<file path="config.mk">
export PLATFORM = sky130hd
export DESIGN_NAME = lexical_unit_stream_tokenizer_flat
export DESIGN_NICKNAME = d
export VERILOG_FILES = /design/src/design/lust_pkg.sv /design/src/design/lust_if.sv /design/src/design/lust_lexer.sv /design/src/design/lexical_unit_stream_tokenizer.sv /design/src/flat_wrapper.sv
export SDC_FILE = /design/constraint.sdc
export NUM_CORES = 1
export LEC_CHECK = 0
export BUFFER_PORTS_ARGS = -buffer_cell sky130_fd_sc_hd__buf_2
export CORE_ASPECT_RATIO = 1.25
export CORE_MARGIN = 5
export CORE_UTILIZATION = 45
export DETAILED_ROUTE_END_ITERATION = 7
export PLACE_DENSITY = 0.68
export SYNTH_ARGS = -nofsm -noshare
export SYNTH_HDL_FRONTEND = slang
export SYNTH_HIERARCHICAL = 1
export SYNTH_SLANG_ARGS = --single-unit
</file>
<file path="constraint.sdc">
create_clock -name clk -period 2.9 [get_ports clk]
set_clock_uncertainty 0.05 [all_clocks]
set_input_delay 0.58 -clock clk [delete_from_list [all_inputs] [get_ports clk]]
set_output_delay 0.58 -clock clk [all_outputs]
set_load 0.1 [all_outputs]
</file>
<file path="src/design/lust_pkg.sv">
// Package for the lexical unit stream tokenizer.
// Holds the character codes, the lexer mode and token kind types, and the token struct.
// No dependencies.
package lust_pkg;

	localparam int CHAR_W = 21;

	localparam logic [CHAR_W-1:0] CH_CARET   = 21'h00005E;
	localparam logic [CHAR_W-1:0] CH_DOLLAR  = 21'h000024;
	localparam logic [CHAR_W-1:0] CH_LBRACK  = 21'h00005B;
	localparam logic [CHAR_W-1:0] CH_RBRACK  = 21'h00005D;
	localparam logic [CHAR_W-1:0] CH_BSLASH  = 21'h00005C;
	localparam logic [CHAR_W-1:0] CH_LBRACE  = 21'h00007B;
	localparam logic [CHAR_W-1:0] CH_RBRACE  = 21'h00007D;
	localparam logic [CHAR_W-1:0] CH_SLASH   = 21'h00002F;
	localparam logic [CHAR_W-1:0] CH_AT      = 21'h000040;
	localparam logic [CHAR_W-1:0] CH_LESS    = 21'h00003C;
	localparam logic [CHAR_W-1:0] CH_GREATER = 21'h00003E;

	typedef enum logic [2:0] {
		MODE_OUT     = 3'd0,
		MODE_OUT_ESC = 3'd1,
		MODE_IN      = 3'd2,
		MODE_IN_ESC  = 3'd3,
		MODE_BLK     = 3'd4,
		MODE_BLK_ESC = 3'd5,
		MODE_ERR     = 3'd6
	} mode_t;

	typedef enum logic [1:0] {
		KIND_TEXT  = 2'd0,
		KIND_WORD  = 2'd1,
		KIND_END   = 2'd2,
		KIND_ERROR = 2'd3
	} kind_t;

	typedef struct packed {
		logic              valid;
		kind_t             kind;
		logic [CHAR_W-1:0] ch;
	} tok_t;

	function automatic logic is_special(input logic [CHAR_W-1:0] c);
		return c inside {CH_LBRACK, CH_RBRACK, CH_LBRACE, CH_RBRACE, CH_CARET,
			CH_DOLLAR, CH_SLASH, CH_BSLASH, CH_AT, CH_LESS, CH_GREATER};
	endfunction

endpackage

</file>
<file path="src/design/lust_if.sv">
// Handshake interfaces for the character input and the token output channels.
// Depends on lust_pkg for the character width and the token kind type.
interface lust_char_if;
	logic                         valid;
	logic                         ready;
	logic [lust_pkg::CHAR_W-1:0]  char_code;
	logic                         end_mark;

	modport source (output valid, output char_code, output end_mark, input ready);
	modport sink (input valid, input char_code, input end_mark, output ready);
endinterface

interface lust_tok_if;
	logic                         valid;
	logic                         ready;
	lust_pkg::kind_t              kind;
	logic [lust_pkg::CHAR_W-1:0]  char_out;

	modport source (output valid, output kind, output char_out, input ready);
	modport sink (input valid, input kind, input char_out, output ready);
endinterface

</file>
<file path="src/design/lust_lexer.sv">
// Lexer mode register and the decode of one character into at most one token.
// Depends on lust_pkg.
module lust_lexer (
	input  logic                        clk,
	input  logic                        arst_n,
	input  logic                        step,
	input  logic [lust_pkg::CHAR_W-1:0] char_code,
	input  logic                        end_mark,
	output lust_pkg::tok_t              res
);
	import lust_pkg::*;

	mode_t mode_q;
	mode_t mode_d;

	always_ff @(posedge clk or negedge arst_n) begin
		if (!arst_n) begin
			mode_q <= MODE_OUT;
		end else if (step) begin
			mode_q <= mode_d;
		end
	end

	always_comb begin
		mode_d    = mode_q;
		res.valid = 1'b1;
		res.kind  = KIND_TEXT;
		res.ch    = char_code;
		if (mode_q == MODE_ERR) begin
			res.kind = KIND_ERROR;
			res.ch   = '0;
		end else if (end_mark) begin
			if (mode_q == MODE_BLK || mode_q == MODE_BLK_ESC) begin
				mode_d   = MODE_ERR;
				res.kind = KIND_ERROR;
				res.ch   = '0;
			end else begin
				mode_d    = MODE_OUT;
				res.valid = 1'b0;
			end
		end else begin
			case (mode_q)
				MODE_OUT_ESC: begin
					mode_d = MODE_OUT;
				end
				MODE_IN: begin
					if (char_code == CH_BSLASH) begin
						mode_d    = MODE_IN_ESC;
						res.valid = 1'b0;
					end else if (char_code == CH_DOLLAR) begin
						mode_d   = MODE_OUT;
						res.kind = KIND_END;
					end else if (char_code == CH_LBRACK) begin
						mode_d = MODE_BLK;
					end else begin
						res.kind = KIND_WORD;
					end
				end
				MODE_IN_ESC: begin
					mode_d   = MODE_IN;
					res.kind = KIND_WORD;
				end
				MODE_BLK: begin
					if (char_code == CH_BSLASH) begin
						mode_d = MODE_BLK_ESC;
					end else if (char_code == CH_RBRACK) begin
						mode_d = MODE_IN;
					end
				end
				MODE_BLK_ESC: begin
					if (is_special(char_code)) begin
						mode_d = MODE_BLK;
					end else begin
						mode_d   = MODE_ERR;
						res.kind = KIND_ERROR;
						res.ch   = '0;
					end
				end
				default: begin
					if (char_code == CH_CARET) begin
						mode_d    = MODE_IN;
						res.valid = 1'b0;
					end else if (char_code == CH_BSLASH) begin
						mode_d = MODE_OUT_ESC;
					end else begin
						mode_d = MODE_OUT;
					end
				end
			endcase
		end
	end

endmodule

</file>
<file path="src/design/lexical_unit_stream_tokenizer.sv">
// Caret-dollar lexical unit stream tokenizer, top level.
// A character's token, if it has one, passes from the input register through the lexer into the output register.
// Throughput: one character per cycle while the token output is not stalled, set by the single lexer mode register.
// An input register and an output register part the two channels.
// Reset clears both registers' valid flags and puts the lexer outside any word.
// Depends on lust_pkg, lust_if and lust_lexer.
module lexical_unit_stream_tokenizer (
	input  logic  clk,
	input  logic  arst_n,
	lust_char_if.sink   chars,
	lust_tok_if.source  tokens
);
	import lust_pkg::*;

	logic              valid_s1;
	logic [CHAR_W-1:0] char_s1;
	logic              end_s1;
	logic              adv;
	logic              out_valid_q;
	kind_t             kind_q;
	logic [CHAR_W-1:0] char_q;
	tok_t              res;

	assign adv         = valid_s1 && (!out_valid_q || tokens.ready);
	assign chars.ready = !valid_s1 || adv;

	always_ff @(posedge clk or negedge arst_n) begin
		if (!arst_n) begin
			valid_s1 <= 1'b0;
		end else if (chars.valid && chars.ready) begin
			valid_s1 <= 1'b1;
		end else if (adv) begin
			valid_s1 <= 1'b0;
		end
	end

	always_ff @(posedge clk) begin
		if (chars.valid && chars.ready) begin
			char_s1 <= chars.char_code;
			end_s1  <= chars.end_mark;
		end
	end

	lust_lexer u_lexer (
		.clk       (clk),
		.arst_n    (arst_n),
		.step      (adv),
		.char_code (char_s1),
		.end_mark  (end_s1),
		.res       (res)
	);

	always_ff @(posedge clk or negedge arst_n) begin
		if (!arst_n) begin
			out_valid_q <= 1'b0;
		end else if (adv) begin
			out_valid_q <= res.valid;
		end else if (tokens.ready) begin
			out_valid_q <= 1'b0;
		end
	end

	always_ff @(posedge clk) begin
		if (adv) begin
			kind_q <= res.kind;
			char_q <= res.ch;
		end
	end

	assign tokens.valid    = out_valid_q;
	assign tokens.kind     = kind_q;
	assign tokens.char_out = char_q;

endmodule
</file>
<file path="src/flat_wrapper.sv">
// flat-port wrapper written by rule: the top's interface ports become plain ports
module lexical_unit_stream_tokenizer_flat import lust_pkg::*;
  (clk, arst_n, chars_valid, chars_char_code, chars_end_mark, chars_ready, tokens_valid, tokens_kind, tokens_char_out, tokens_ready);
  lust_char_if chars_i ();
  lust_tok_if tokens_i ();
  input  logic clk;
  input  logic arst_n;
  input wire logic [$bits(chars_i.valid)-1:0] chars_valid;
  input wire logic [$bits(chars_i.char_code)-1:0] chars_char_code;
  input wire logic [$bits(chars_i.end_mark)-1:0] chars_end_mark;
  output wire logic [$bits(chars_i.ready)-1:0] chars_ready;
  output wire logic [$bits(tokens_i.valid)-1:0] tokens_valid;
  output wire logic [$bits(tokens_i.kind)-1:0] tokens_kind;
  output wire logic [$bits(tokens_i.char_out)-1:0] tokens_char_out;
  input wire logic [$bits(tokens_i.ready)-1:0] tokens_ready;
  assign chars_i.valid = chars_valid;
  assign chars_i.char_code = chars_char_code;
  assign chars_i.end_mark = chars_end_mark;
  assign chars_ready = chars_i.ready;
  assign tokens_valid = tokens_i.valid;
  assign tokens_kind = tokens_i.kind;
  assign tokens_char_out = tokens_i.char_out;
  assign tokens_i.ready = tokens_ready;
  lexical_unit_stream_tokenizer u_core (.clk(clk), .arst_n(arst_n), .chars(chars_i), .tokens(tokens_i));
endmodule
</file>
==> flow_metrics.py <==
metrics = {
    "status": {
        "status": "completed",
    },
    "grt": {
        "grt_usage": 0.134,
        "overflow": 0,
        "grt_pass1_wl_mm": 7.17,
        "grt_pass1_vias": 1533,
        "grt_max_degree": 26,
        "antenna_found_initial": 0,
    },
    "timing": {
        "grt_setup_unrepaired": "false",
        "setup_viol": 0,
        "fin_hold_ws_ps": 36.4,
        "fin_setup_tns_ps": 0,
        "fin_crit_sh": 0.827,
        "hold_viol": 0,
        "tightestPinTransition_ps": 574,
        "max-slew-margin-rel": 0.617,
        "max_freq_ghz": 0.417,
        "maxSlewViolCount": 0,
        "fin_crit_ps": 2400,
    },
    "critical_path": {
        "start_kind": "flip-flop",
        "worstPathRequired_ps": 3000,
        "path_class": "reg -> reg",
        "crit_family": "compound AO/OA/AOI/OAI gates",
        "cp.arrival_ps": 2500,
        "endpoint_kind": "flip-flop",
        "reg2reg_from": "u_core/char_s1[5]",
        "rr_endpoint": "u_core/tokens.char_out[19]",
        "ff2ff_path_depth": 7,
        "critPathMaxFanout": 12,
        "worst-r2r-setup-slack_ps": 500,
        "cp_slowest_cell": "or4b_1",
        "worst-path-buf-inv": 1,
        "critPathMaxStageDelay_ps": 580,
        "crit_chain": "or4b_1, nand2b_1, o2bb2ai_2, o21ai_2, a211o_1, buf_4, a21boi_1",
    },
    "logic_synthesis": {
        "seq_area_frac_synth": 0.619,
        "syn_area_per_cell_sq_um": 13.0,
        "synth_edf_count": 45,
        "synth_area_leaders": "edfxtp_1 57%, a21boi_1 6.0%, dfrtp_1 5.2%, nand2b_1 1.8%, nand2_1 1.7%",
        "synth_top_cell_area_share": 0.567,
        "synthesis.nets": 210,
        "syn_inst": 184,
        "yosys_warnings": 6,
        "synth-seq-cells": 50,
        "synth_top_area_cell": "edfxtp_1",
        "async_flop_share": 0.100,
        "synthFlopType": "edfxtp_1",
        "synth_area_sq_um": 2380,
        "synth_cell_type_count": 52,
    },
    "finish": {
        "syn2layout_area_growth_pct": 16.7,
        "seqCellArea_sq_um": 1480,
        "final_core_util": 0.544,
        "antennaDiodeCount": 0,
        "mostFrequentLayoutCells": "50 x buf_2, 45 x edfxtp_1, 20 x a21boi_1, 11 x nand2_1, 10 x nor2_1",
        "layout_commonest_cell": "buf_2",
        "drive_gt1_frac": 0.313,
        "fill_cells": 439,
        "multiInputGateArea_sq_um": 837,
        "final_nets": 259,
    },
    "route": {
        "firstDrtPassIters": 4,
        "ant_nets": 0,
        "drt-total-wl_mm": 4.40,
        "vias": 1590,
        "via_per_inst": 5.39,
        "post_drt_wl_per_cell_um": 14.9,
        "drc_errors": 0,
        "drtIter0Drc": 133,
    },
    "clocking": {
        "hold_buffers": 0,
        "cts_tree": "done",
        "htree_levels": 2,
        "clock_sinks": 50,
        "cts_resized": 0,
        "clkLatencyLatePin_ps": 290,
        "post_cts_buffers": 0,
        "cts_max_path_buffers": 2,
        "cts_root_buf": "clkbuf_8",
        "cts_buffers": 5,
        "clk_pin_slew_ps": 90,
    },
    "floorplan": {
        "die-area_sq_um": 6860,
        "core-area_sq_um": 5120,
        "initial_core_util": 0.466,
        "ios": 51,
        "rows": 29,
        "die_h_um": 91.4,
        "die_x_um": 75.1,
    },
    "placement": {
        "dp_hpwl_mm": 3.26,
        "io_buffer_count": 50,
        "gp_congestion": 0.780,
    },
    "power": {
        "irDropWorstVdd_v": 0.000350,
        "finalPower_w": 0.00166,
        "power_leakage_nw": 1.05,
        "p_per_area_nw_per_um2": 598,
    },
    "min_path": {
        "hold_path.class": "in -> async",
    },
    "run": {
        "drv_cap": 0,
    },
}
[cell families after synthesis]
| group | count (synthesis) | synth area share |
|---|---|---|
| simple gates | 64 | 0.167 |
| compound gates | 57 | 0.184 |
| flops | 50 | 0.619 |
| buf+inv | 13 | 0.0294 |
[cells in the mapped netlist (all sizes together) (5+ instances only)]
library cell / count
nor2: 10
nor2b: 5
clkbuf: 7
o21ai: 9
edfxtp: 45
a21boi: 22
nand4: 5
a21oi: 6
nand2: 11
and2: 5
dfrtp: 5
nand2b: 7
buf: 5
[routing by layer]
layer | vias up | GRT usage | share of wire | wire (um)
met4 | 0 | 0.0460 | 0.0066 | 29
met2 | 39 | 0.206 | 0.48 | 2120
li1 | 811 | - | - | -
met5 | - | 0 | 0 | 0
met3 | 2 | 0.0298 | 0.058 | 254
met1 | 738 | 0.186 | 0.45 | 2000
[power breakdown]
group | internal (W) | switching (W)
sequential | 0.000846 | 0.0000317
combinational | 0.0000585 | 0.000263
clock | 0.000254 | 0.000211
[worst max path at each step]
stage                   startpoint                          to  slack (ps)  cells past startpoint
3_3_place_gp     u_core/char_s1[2]       u_core/tokens.kind[0]         580                      6
6_report         u_core/char_s1[5]  u_core/tokens.char_out[19]         500                      7
2_1_floorplan  u_core/tokens.valid    u_core/u_lexer/mode_q[1]         660                      6
3_5_place_dp     u_core/char_s1[2]  u_core/tokens.char_out[19]         530                      7
5_1_grt          u_core/char_s1[5]  u_core/tokens.char_out[19]         340                      7
4_1_cts          u_core/char_s1[5]  u_core/tokens.char_out[19]         500                      7
[worst reg2reg max path, delay by kind of cell (launching register included)]
family | cells | cell delay (ps)
and+or+nand+nor | 2 | 700
DFF | 1 | 480
buffers and inverters | 1 | 240
AOI/OAI and AO/OA | 4 | 790
[layout make-up]
| cell class | instances | area share |
|---|---|---|
| sequential | 50 | 0.531 |
| multi-input combinational | 121 | 0.301 |
| timing repair buffer | 54 | 0.101 |
| tap | 62 | 0.0279 |
| clock buffer | 5 | 0.0247 |
| clock inverter | 2 | 0.0139 |
| inverter | 1 | 0.00135 |
[flip-flops by register name, indices dropped and copies added (netlist names)]
name,count
u_core/tokens.kind,2
u_core/valid_s1,1
u_core/char_s1,21
u_core/u_lexer/mode_q,3
u_core/end_s1,1
u_core/tokens.char_out,21
u_core/tokens.valid,1
[per-stage QoR]
| stage | instance area (sq um) | worst slack, ps | cells |
|---|---|---|---|
| after floorplan | 2380 | 656 | 184 |
| after global placement | 2680 | 582 | 288 |
| after detailed placement | 2680 | 527 | 288 |
| after CTS | 2780 | 499 | 295 |
| after global routing | 2780 | 344 | 295 |
| final | 2780 | 502 | 295 |
Note: power is estimated with default switching activity, not from simulation.
